[config.mk]
export PLATFORM = sky130hd
export DESIGN_NAME = vdl_mul
export DESIGN_NICKNAME = d
export VERILOG_FILES = /design/src/hdl/assert_macros.svh /design/src/hdl/vdl_pkg.sv /design/src/hdl/vdl_mul.sv
export SDC_FILE = /design/constraint.sdc
export NUM_CORES = 2
export LEC_CHECK = 0
export ABC_AREA = 0
export ABC_CLOCK_PERIOD_IN_PS = 12500
export BUFFER_PORTS_ARGS = -buffer_cell sky130_fd_sc_hd__buf_4
export CORE_MARGIN = 1
export CORE_UTILIZATION = 30
export DETAILED_ROUTE_END_ITERATION = 10
export GPL_TIMING_DRIVEN = 1
export PLACE_DENSITY_LB_ADDON = 0.05
export RECOVER_POWER = 25
export SLEW_MARGIN = 15
export SYNTH_ARGS = -nofsm -noshare
export SYNTH_HDL_FRONTEND = slang
export SYNTH_SLANG_ARGS = --single-unit
[constraint.sdc]
create_clock -name clk -period 12.5 [get_ports clk]
set_input_delay 1.25 -clock clk [delete_from_list [all_inputs] [get_ports clk]]
set_output_delay 1.25 -clock clk [all_outputs]
set_load 0.02 [all_outputs]
[src/hdl/assert_macros.svh]
// ----------------------------------------------------------------------------
// Assertion macros
// Short forms for the concurrent checks used in the delay line RTL.
// ----------------------------------------------------------------------------
`ifndef ASSERT_MACROS_SVH
`define ASSERT_MACROS_SVH

// Same-cycle implication, held off during reset.
`define VDL_ASSERT_IMPL(lbl, clk, rst, ante, cons) \
  lbl: assert property (@(posedge clk) disable iff (rst) (ante) |-> (cons)) \
    else $error("%m: same-cycle check failed");

// Next-cycle implication, held off during reset.
`define VDL_ASSERT_NEXT(lbl, clk, rst, ante, cons) \
  lbl: assert property (@(posedge clk) disable iff (rst) (ante) |=> (cons)) \
    else $error("%m: next-cycle check failed");

`endif

[src/hdl/vdl_pkg.sv]
// ----------------------------------------------------------------------------
// vdl_pkg
// Shared constants, codes and unit interface types of the delay line.
// ----------------------------------------------------------------------------
package vdl_pkg;

  localparam int NUM_CHANNELS_DEF = 8;
  localparam int DEPTH_DEF        = 1024;

  localparam logic [1:0] OP_STORE_TIME  = 2'd0;
  localparam logic [1:0] OP_STORE_VALUE = 2'd1;
  localparam logic [1:0] OP_QUERY       = 2'd2;

  localparam logic [2:0] ST_OK          = 3'd0;
  localparam logic [2:0] ST_BAD_CHANNEL = 3'd1;
  localparam logic [2:0] ST_NEG_DELAY   = 3'd2;
  localparam logic [2:0] ST_NOT_FOUND   = 3'd3;
  localparam logic [2:0] ST_OVERFLOW    = 3'd4;

  localparam logic [1:0] CFG_MAX_DELAY  = 2'd0;
  localparam logic [1:0] CFG_CHAN_EN    = 2'd1;
  localparam logic [1:0] CFG_START_TIME = 2'd2;

  typedef struct packed {
    logic        start;
    logic [63:0] a;
    logic [63:0] b;
  } mul_req_t;

  typedef struct packed {
    logic         done;
    logic [127:0] p;
  } mul_rsp_t;

  typedef struct packed {
    logic         start;
    logic [127:0] dividend;
    logic [63:0]  divisor;
  } div_req_t;

  typedef struct packed {
    logic        done;
    logic [63:0] quotient;
  } div_rsp_t;

endpackage

[src/hdl/vdl_mul.sv]
// ----------------------------------------------------------------------------
// vdl_mul
// Iterative 64x64 unsigned multiplier, one 32x32 partial product per cycle.
// ----------------------------------------------------------------------------
module vdl_mul (
  input  logic              clk,
  input  logic              rst,
  input  vdl_pkg::mul_req_t req,
  output vdl_pkg::mul_rsp_t rsp
);

  logic [63:0]  a;
  logic [63:0]  b;
  logic [2:0]   step;
  logic         busy;
  logic         done;
  logic [63:0]  pp;
  logic [1:0]   pp_sh;
  logic [127:0] acc;
  logic [31:0]  opa;
  logic [31:0]  opb;
  logic [127:0] pp_wide;

  always_comb begin
    case (step[1:0])
      2'd0:    begin opa = a[31:0];  opb = b[31:0];  end
      2'd1:    begin opa = a[31:0];  opb = b[63:32]; end
      2'd2:    begin opa = a[63:32]; opb = b[31:0];  end
      default: begin opa = a[63:32]; opb = b[63:32]; end
    endcase
    case (pp_sh)
      2'd0:    pp_wide = {64'd0, pp};
      2'd1:    pp_wide = {32'd0, pp, 32'd0};
      default: pp_wide = {pp, 64'd0};
    endcase
  end

  always_ff @(posedge clk) begin
    if (rst) begin
      busy <= 1'b0;
      done <= 1'b0;
      step <= 3'd0;
    end else begin
      done <= 1'b0;
      if (req.start) begin
        a    <= req.a;
        b    <= req.b;
        acc  <= '0;
        step <= 3'd0;
        busy <= 1'b1;
      end else if (busy) begin
        // product of this step lands in pp, the previous one is summed
        pp <= opa * opb;
        case (step[1:0])
          2'd0:    pp_sh <= 2'd0;
          2'd3:    pp_sh <= 2'd2;
          default: pp_sh <= 2'd1;
        endcase
        if (step != 3'd0) begin
          acc <= acc + pp_wide;
        end
        if (step == 3'd4) begin
          busy <= 1'b0;
          done <= 1'b1;
        end
        step <= step + 3'd1;
      end
    end
  end

  assign rsp.done = done;
  assign rsp.p    = acc;

endmodule

==> key figures <==
Outcome
  • Status: finished with violations
  • Failing checks: capacitance limit, slew limit

Floorplanning
  • Width of the die: around 430 microns
  • Core Area: 177000 sq um
  • Die area: 181000 sq um
  • Initial Util: 0.303
  • Die Span Y: 425 microns
  • Top Ports: 260
  • Row count: 154

Placement
  • DPL Wire Length: 186 mm
  • DP Area: 58800 sq um
  • Dpl cells: 8321
  • IO buf count: around 260
  • Placer Congestion: 0.936

Worst setup path
  • Crit end category: flip-flop
  • Reg2reg start: step[0]
  • Critical path required time: around 13 ns
  • Largest stage delay on the critical path: 0.66 ns
  • CP max stage cell: mux2i_4
  • Crit path kind: flip-flop to flip-flop
  • Cell repeated most along the worst path: fa_1
  • Crit path arrival time: 11.64 ns
  • Worst Setup Start Kind: flip-flop
  • CP max FO: 23
  • Worst Setup SP: step[0]

Global route
  • Vias in the first global route: 44.9k
  • Grt total ovfl: 0
  • Tot GR Track Use: 0.255
  • Largest net degree at the start of global routing: 98
  • Global-route wire length before repair: 329 mm
  • Initial antenna violation count: 4

STA
  • Final setup TNS: 0 ns
  • Max-Slew Margin vs Limit: -1.20
  • Actual slew at the worst max-slew pin: 3.30 ns
  • Final hold viol count: 0
  • Fmax: 89.0 MHz
  • Clock skew: slightly above 0.06 ns
  • Min cycle time layout: 11.23 ns
  • Final setup fails: 0
  • Unrepaired setup endpoints after global routing: no
  • Final period util: 0.899
  • Slew Viols, Final: 117

Yosys
  • Simple-Gate Fraction of Synth Area: 0.152
  • FF+latch count, synth: 327
  • Post-synth EDFFs: 322
  • Syn nets: 7319
  • Post-synthesis sequential area ratio: 0.182
  • Area contributors post-synth: fa_1 (33%), edfxtp_1 (18%), ha_1 (9.2%)
  • Syn Area/Cell: approximately 9.1 sq um
  • Synth Area in XOR/XNOR: 0.0253
  • Syn. warnings: 0
  • Post-Synth Adder-Cell Area: 0.426
  • Post-synth ARST share: 0
  • Synth unique cells: 81
  • Mapped Area: between 50000 and 60000 sq um
  • Count leader, synth: inv_1
  • Most instantiated cells after synthesis: inv_1 (947), fa_1 (897), nor2_1 (870)
  • Leading area contributor after synthesis: fa_1
  • Most used DFF post-synth: edfxtp_1
  • Synth top area share: 0.334
  • Combinational family with the most area after synthesis: adder cells
  • Complex-gate fraction of the synthesized area: 0.0939
  • Post-synthesis mux area share: 0.0342
  • Post-Synthesis Cells: 5897

Clock network
  • Post-CTS Setup Inserts: 0
  • CTS max path bufs: 3
  • CTS tree: built
  • Clock Latency Late Sink: about 0.70 ns
  • CTS Root Cell: clkbuf_16
  • Post-CTS Hold Fix Bufs: 0
  • Clock transition at the registers of the reported paths: 0.06 ns
  • Resized cells post-CTS: 0
  • CTS buffer count: 46
  • TritonCTS Sinks: ~330
  • H-tree depth: 2

Drt
  • Drt pass-1 iters: 5
  • Vias per cell: 5.10
  • Via count: 42.9k
  • Final WL: about 230 mm
  • Post-route DRC: 0
  • ANT nets after route: 0
  • Routed length per instance: 27.5 microns
  • Initial DRC Count: 3247

Run
  • Max-Cap Viols: 3

Worst hold path
  • Worst min-delay path class: flip-flop to flip-flop
  • Worst Hold Launch: step[2]

Layout
  • Final-layout fill cell count: 18.5k
  • Final core utilization: 0.341
  • Layout Cells excl Fill: 8407
  • P&R area growth vs syn: 12.3%
  • Share of layout cells above drive strength 1: 0.0988
  • Final instance area: 60300 sq um
  • Nets: 7451
[metal layers]
layer  part of all wire  global-route usage  vias to the layer above
li1                   -                   -                    19170
met1               0.44               0.344                    22007
met2               0.47               0.419                     1408
met3              0.053              0.0354                      301
met4              0.038              0.0849                        6
met5            0.00017                   0                        -
[per-stage QoR]
step                      hold slack (ns)  worst slack [ns]
after floorplan                     0.494              3.22
after global placement              0.553              1.18
after detailed placement            0.530              1.22
after CTS                           0.538              1.24
after global routing                0.558             0.808
final                               0.536              1.27
[cells by family (layout without fill, tap and decap cells)]
| group | after synthesis | after routing |
|---|---|---|
| xor+xnor | 155 | 155 |
| other cells | 0 | 2 |
| mux | 174 | 174 |
| compound gates | 794 | 794 |
| flops | 327 | 327 |
| simple gates | 1926 | 1926 |
| fa+ha+maj | 1291 | 1291 |
| buf+inv | 1230 | 1398 |
[final timing paths]
kind / endpoint / cells past startpoint / slack (ns)
max: pp[57] / 29 / 1.27
min: done / 1 / 0.54
max reg2reg: pp[57] / 29 / 1.27
min reg2reg: done / 1 / 0.54
[layout make-up]
cell class | instances | area [sq um] | share of cell area
repair buffers | 367 | 2740 | 0.0453
multi-input cells | 4340 | 39700 | 0.658
diodes | 2 | 5.00 | 0.0000829
flip-flops and latches | 327 | 9770 | 0.162
inverters | 947 | 3550 | 0.0589
clock inverters | 31 | 462 | 0.00765
clock buffers | 53 | 1180 | 0.0195
well taps | 2340 | 2930 | 0.0485
[worst max-delay path: cells and delay by family (launching register included)]
family	cells	cell delay, ns
AO/OA/AOI/OAI	4	1.68
XOR/XNOR	1	0.19
adder cells (fa/ha/maj)	10	4.79
buffers and inverters	8	1.63
flip-flops	1	0.38
multiplexers	1	0.66
AND/OR/NAND/NOR	5	1.58
[layout by cell type (no fill, tap or decap), types with 91 or more instances in the layout]
cell	Yosys	layout
buf_4	2	234
nand2_1	665	665
xnor2_1	104	104
nor2_1	870	868
o21ai_0	144	144
inv_1	947	947
clkbuf_4	0	117
a21o_1	91	91
ha_1	394	394
fa_1	897	897
a21oi_1	287	287
edfxtp_1	322	322
[flip-flops by register name, indices dropped and copies added, names as in the netlist]
signal  count
pp         64
acc       128
b          64
busy        1
done        1
step        3
pp_sh       2
a          64
Power is not shown: default switching activity piles up to over one toggle a cycle in this logic, so the estimate is an artifact.
