==> src/hdl/assert_macros.svh <==
// ----------------------------------------------------------------------------
// Assertion macros
// Short forms for the concurrent checks used in the delay line RTL.
// ----------------------------------------------------------------------------
`ifndef ASSERT_MACROS_SVH
`define ASSERT_MACROS_SVH

// Same-cycle implication, held off during reset.
`define VDL_ASSERT_IMPL(lbl, clk, rst, ante, cons) \
  lbl: assert property (@(posedge clk) disable iff (rst) (ante) |-> (cons)) \
    else $error("%m: same-cycle check failed");

// Next-cycle implication, held off during reset.
`define VDL_ASSERT_NEXT(lbl, clk, rst, ante, cons) \
  lbl: assert property (@(posedge clk) disable iff (rst) (ante) |=> (cons)) \
    else $error("%m: next-cycle check failed");

`endif

==> src/hdl/vdl_pkg.sv <==
// ----------------------------------------------------------------------------
// vdl_pkg
// Shared constants, codes and unit interface types of the delay line.
// ----------------------------------------------------------------------------
package vdl_pkg;

  localparam int NUM_CHANNELS_DEF = 8;
  localparam int DEPTH_DEF        = 1024;

  localparam logic [1:0] OP_STORE_TIME  = 2'd0;
  localparam logic [1:0] OP_STORE_VALUE = 2'd1;
  localparam logic [1:0] OP_QUERY       = 2'd2;

  localparam logic [2:0] ST_OK          = 3'd0;
  localparam logic [2:0] ST_BAD_CHANNEL = 3'd1;
  localparam logic [2:0] ST_NEG_DELAY   = 3'd2;
  localparam logic [2:0] ST_NOT_FOUND   = 3'd3;
  localparam logic [2:0] ST_OVERFLOW    = 3'd4;

  localparam logic [1:0] CFG_MAX_DELAY  = 2'd0;
  localparam logic [1:0] CFG_CHAN_EN    = 2'd1;
  localparam logic [1:0] CFG_START_TIME = 2'd2;

  typedef struct packed {
    logic        start;
    logic [63:0] a;
    logic [63:0] b;
  } mul_req_t;

  typedef struct packed {
    logic         done;
    logic [127:0] p;
  } mul_rsp_t;

  typedef struct packed {
    logic         start;
    logic [127:0] dividend;
    logic [63:0]  divisor;
  } div_req_t;

  typedef struct packed {
    logic        done;
    logic [63:0] quotient;
  } div_rsp_t;

endpackage

==> src/hdl/vdl_div.sv <==
// ----------------------------------------------------------------------------
// vdl_div
// Restoring 128/64 unsigned divider, one quotient bit per cycle.
// ----------------------------------------------------------------------------
module vdl_div (
  input  logic              clk,
  input  logic              rst,
  input  vdl_pkg::div_req_t req,
  output vdl_pkg::div_rsp_t rsp
);

  localparam int STEPS = 128;
  localparam int CNT_W = $clog2(STEPS);

  logic [127:0]     dvd;
  logic [63:0]      dsr;
  logic [63:0]      r;
  logic [63:0]      q;
  logic [CNT_W-1:0] cnt;
  logic             busy;
  logic             done;
  logic [63:0]      rs;
  logic             take;

  always_comb begin
    rs   = {r[62:0], dvd[127]};
    take = r[63] || (rs >= dsr);
  end

  always_ff @(posedge clk) begin
    if (rst) begin
      busy <= 1'b0;
      done <= 1'b0;
      cnt  <= '0;
    end else begin
      done <= 1'b0;
      if (req.start) begin
        dvd  <= req.dividend;
        dsr  <= req.divisor;
        r    <= '0;
        q    <= '0;
        cnt  <= '0;
        busy <= 1'b1;
      end else if (busy) begin
        r   <= take ? (rs - dsr) : rs;
        q   <= {q[62:0], take};
        dvd <= {dvd[126:0], 1'b0};
        cnt <= cnt + 1'b1;
        if (cnt == CNT_W'(STEPS - 1)) begin
          busy <= 1'b0;
          done <= 1'b1;
        end
      end
    end
  end

  assign rsp.done     = done;
  assign rsp.quotient = q;

endmodule

==> config.mk <==
export PLATFORM = sky130hd
export DESIGN_NAME = vdl_div
export DESIGN_NICKNAME = d
export VERILOG_FILES = /design/src/hdl/assert_macros.svh /design/src/hdl/vdl_pkg.sv /design/src/hdl/vdl_div.sv
export SDC_FILE = /design/constraint.sdc
export NUM_CORES = 1
export LEC_CHECK = 0
export ABC_CLOCK_PERIOD_IN_PS = 25600
export BUFFER_PORTS_ARGS = -buffer_cell sky130_fd_sc_hd__buf_2
export CORE_MARGIN = 3
export CORE_UTILIZATION = 45
export CTS_CLUSTER_SIZE = 24
export DETAILED_ROUTE_END_ITERATION = 8
export GPL_TIMING_DRIVEN = 0
export PLACE_DENSITY = 0.62
export SYNTH_ARGS = -nofsm -noshare
export SYNTH_HDL_FRONTEND = slang
export SYNTH_SLANG_ARGS = --single-unit
==> constraint.sdc <==
create_clock -name clk -period 25.6 [get_ports clk]
set_clock_uncertainty 0.05 [all_clocks]
set_input_delay 5.12 -clock clk [delete_from_list [all_inputs] [get_ports clk]]
set_output_delay 5.12 -clock clk [all_outputs]
set_load 0.02 [all_outputs]
==> run_results.csv <==
group,metric,value,unit
run_status,status,"complete, no violations",
route,drt_iter0_markers,780,
power,total_power,0.001552,W
global_route,grt_first_pass_wirelength,67.43,mm
synthesis,netlist_area,0.01711,sq mm
timing,fin_worst_hold_slack,0.4321,ns
power,vdd.ir_drop.worst,0.05751,mV
cts,cts_htree_levels,2,
worst_hold_path,hold_path.class,"flip-flop to flip-flop",
route,detail_route.drc_violations,0,
setup_path,worst_setup_path_category,"input pin to flip-flop",
timing,worst_slew_pin_slew,0.9603,ns
flow_run,cap_viol_max_count,0,
finish,finalNonFillerCells,2282,
timing,final_critical_delay_including_setup_and_external_delays,8.011,ns
synthesis,netlist-cell-type-count,73,
cts,cts_buffers,38,
setup_path,worst-path-max-fanout,31,
synthesis,ys_seq_elements,329,
route,router_iterations_before_antenna_repair,6,
route,drt-total-wl,42.30,mm
place,dp_worst_setup_slack,17.02,ns
synthesis,synth-warning-count,0,
setup_path,cp-start-kind,"input pin",
power,p_seq_frac,0.425,
die,overall_die_height,201.0,um
die,initial_cell_density_of_the_core,0.4617,
finish,syn_to_final_growth,20.44,%
global_route,grt_pass1_vias,12468,
timing,fmax,0.1248,GHz
cts,cts_sinks,329,
cts,worst_skew_pair.late_latency,0.56,ns
synthesis,seq_area_frac_synth,0.5723,
setup_path,crit_path_cell_trace,"clkbuf_1 > clkinv_1 > clkbuf_1 > a21oi_4 > buf_12 > buf_12 > buf_12",
power,power.combinational.fraction,0.218,
power,p_sw,0.0004478,W
synthesis,count_of_flip_flops_with_a_built_in_enable_after_synthesis,320,
finish,fin_area,0.02060,sq mm
worst_hold_path,worst_hold_path.num_cells,2,
place,place_area,0.01932,sq mm
synthesis,synth_top_area_frac,0.5617,
setup_path,critical_path.most_common_cell,"sky130_fd_sc_hd__buf_12",
place,routabilityCongestion,0.9057,
die,core_region_area,0.03705,sq mm
cts,postCtsSetupBuffers,0,
place,io_buffers,258,
timing,report.final.hold_viol_count,0,
die,boundaryPins,260,
finish,drive_gt1_frac,0.2810,
cts,post_cts_resize_count,0,
global_route,overflow_left_after_global_routing,0,
place,place.detailed.instances,2206,
route,drt-vias-per-instance,5.379,
cts,root_buffer,"sky130_fd_sc_hd__clkbuf_16",
route,detail-route-antenna-nets,0,
die,die_outline_area,0.04039,sq mm
synthesis,cell_with_the_most_instances_after_synthesis,"sky130_fd_sc_hd__edfxtp_1",
synthesis,mean_syn_cell_area,11.95,sq um
power,power_switching_share,0.2885,
setup_path,timing.critical_path.slowest_stage_cell,"sky130_fd_sc_hd__a21oi_4",
global_route,grt_start_max_net_pins,35,
timing,setup_repair_after_global_routing_missed_its_margin,"no",
timing,finalSetupViolCount,0,
route,num_vias,12275,
synthesis,post_synth_most_frequent_cells,"320 x sky130_fd_sc_hd__edfxtp_1, 134 x sky130_fd_sc_hd__nand2_1, 127 x sky130_fd_sc_hd__mux2_2",
timing,max-slew-margin-rel,0.3598,
die,die-width,201.0,um
synthesis,synth.largest_area_cell,"sky130_fd_sc_hd__edfxtp_1",
cts,clock_path_buffers,3,
synthesis,synthArstFlopShare,0,
timing,fin_ws,17.59,ns
setup_path,cp.required,25.79,ns
setup_path,critical_path.max_stage_delay,0.81,ns
synthesis,number_of_nets_produced_by_synthesis,1693,
cts,clock_tree_from_tritoncts,"done",
setup_path,r2r_cells,10,
power,pwr-share-clk,0.356,
power,leakage,8.191,nW
setup_path,critPathCaptureType,"flip-flop",
synthesis,postSynth.topFlopCell,"sky130_fd_sc_hd__edfxtp_1",
timing,final_min_period_over_clock_period,0.3129,
power,power_per_cell_area,75.32,mW/mm^2
finish,finalNetCount,2003,
die,placement_rows,70,
place,place.detailed.hpwl,30.99,mm
cts,ctsHoldBuffers,0,
timing,final-max-slew-violation-count,0,
global_route,groute.usage.overall,0.2076,
power,internal-power,0.001104,W
synthesis,synth_area_leaders,"sky130_fd_sc_hd__edfxtp_1 56%, sky130_fd_sc_hd__mux2_2 8.4%, sky130_fd_sc_hd__ha_1 4.8%, sky130_fd_sc_hd__a21oi_1 3.3%, sky130_fd_sc_hd__nand2_1 2.9%",
synthesis,synthesis.instances,1432,
route,routed_wire_length_per_instance,18.53,um
cts,worst_setup_hold_path_clk_slew,0.06,ns
global_route,antenna_found_initial,16,
setup_path,cp.arrival,8.21,ns
through the flow:
stage | TNS [ns] | utilization
after floorplan | 0 | -
after global routing | 0 | 0.5559
final | 0 | 0.5561
after detailed placement | 0 | 0.5214
after CTS | 0 | 0.5557
after global placement | -69.93 | 0.5136
registers in the layout, summed over array words and instances (netlist names):
name	flops
busy	1
cnt	7
done	1
dsr	64
dvd	128
q	64
r	64
placed cells by master, fill, tap and decap left out, types with 6 or more instances in the layout:
master / netlist / final
sky130_fd_sc_hd__a211oi_1: 12 / 12
sky130_fd_sc_hd__a21o_1: 38 / 38
sky130_fd_sc_hd__a21oi_1: 113 / 112
sky130_fd_sc_hd__a31oi_1: 15 / 15
sky130_fd_sc_hd__and2_1: 6 / 6
sky130_fd_sc_hd__and3_1: 9 / 9
sky130_fd_sc_hd__buf_12: 0 / 8
sky130_fd_sc_hd__buf_2: 22 / 280
sky130_fd_sc_hd__clkbuf_1: 45 / 51
sky130_fd_sc_hd__clkbuf_16: 0 / 38
sky130_fd_sc_hd__clkinv_1: 1 / 10
sky130_fd_sc_hd__clkinv_2: 0 / 7
sky130_fd_sc_hd__dfxtp_1: 9 / 9
sky130_fd_sc_hd__diode_2: 0 / 6
sky130_fd_sc_hd__edfxtp_1: 320 / 320
sky130_fd_sc_hd__ha_1: 65 / 65
sky130_fd_sc_hd__inv_1: 83 / 83
sky130_fd_sc_hd__mux2_2: 127 / 127
sky130_fd_sc_hd__nand2_1: 134 / 134
sky130_fd_sc_hd__nand2b_1: 9 / 9
sky130_fd_sc_hd__nand3_1: 22 / 22
sky130_fd_sc_hd__nand4_1: 20 / 20
sky130_fd_sc_hd__nor2_1: 57 / 56
sky130_fd_sc_hd__nor2b_1: 69 / 69
sky130_fd_sc_hd__nor3_1: 15 / 15
sky130_fd_sc_hd__nor4_1: 14 / 14
sky130_fd_sc_hd__o211ai_1: 10 / 10
sky130_fd_sc_hd__o21a_1: 11 / 11
sky130_fd_sc_hd__o21ai_0: 50 / 50
sky130_fd_sc_hd__o21bai_1: 13 / 13
sky130_fd_sc_hd__o31a_1: 7 / 7
sky130_fd_sc_hd__o31ai_1: 6 / 6
sky130_fd_sc_hd__or3_1: 8 / 8
sky130_fd_sc_hd__xnor2_1: 25 / 25
sky130_fd_sc_hd__xor2_1: 19 / 19
logic make-up after synthesis:
logic type,after synthesis,synth area share
muxes,130,0.08536
buffers and inverters,159,0.03789
DFF,329,0.5723
and+or+nand+nor,386,0.1129
adders and majority gates,66,0.04871
AOI/OAI and AO/OA,318,0.1204
xor gates and xnor gates,44,0.02253
path summary, 6_finish.rpt:
path            start       end  slack [ns]
max reg2reg      r[2]     r[53]       21.59
min reg2reg    cnt[6]      done        0.43
max          req[192]  dvd[119]       17.59
min            cnt[6]      done        0.43
worst max-delay path: cells and delay by family:
family	cells	cell delay, ns
AOI/OAI and AO/OA	1	0.81
buffers and inverters	6	2.23
power by group through the flow:
stage                     sequential, W  clock [W]  combinational, W
after floorplan                0.000686          0          0.000229
after global placement         0.000689          0          0.000325
after detailed placement       0.000671          0          0.000335
after CTS                      0.000661   0.000570          0.000337
after global routing           0.000665   0.000590          0.000375
final                          0.000660   0.000553          0.000339
layout make-up:
cell class,count,area (sq um)
Antenna cell,6,15.01
Buffer,75,332.8
Clock buffer,44,973.4
Clock inverter,26,297.8
Fill cell,3255,16440
Inverter,84,315.3
Multi-Input combinational cell,944,6688
Sequential cell,329,9789
Tap cell,504,630.6
Timing Repair Buffer,270,1562
per-layer routing:
layer | vias to the layer above | part of all wire | track usage
met2 | 375 | 0.45 | 0.3216
li1 | 5935 | - | -
met1 | 5856 | 0.44 | 0.2796
met4 | 20 | 0.026 | 0.06424
met3 | 89 | 0.085 | 0.06681
met5 | - | 0.0030 | 0
Note: power is estimated with default switching activity, not from simulation.
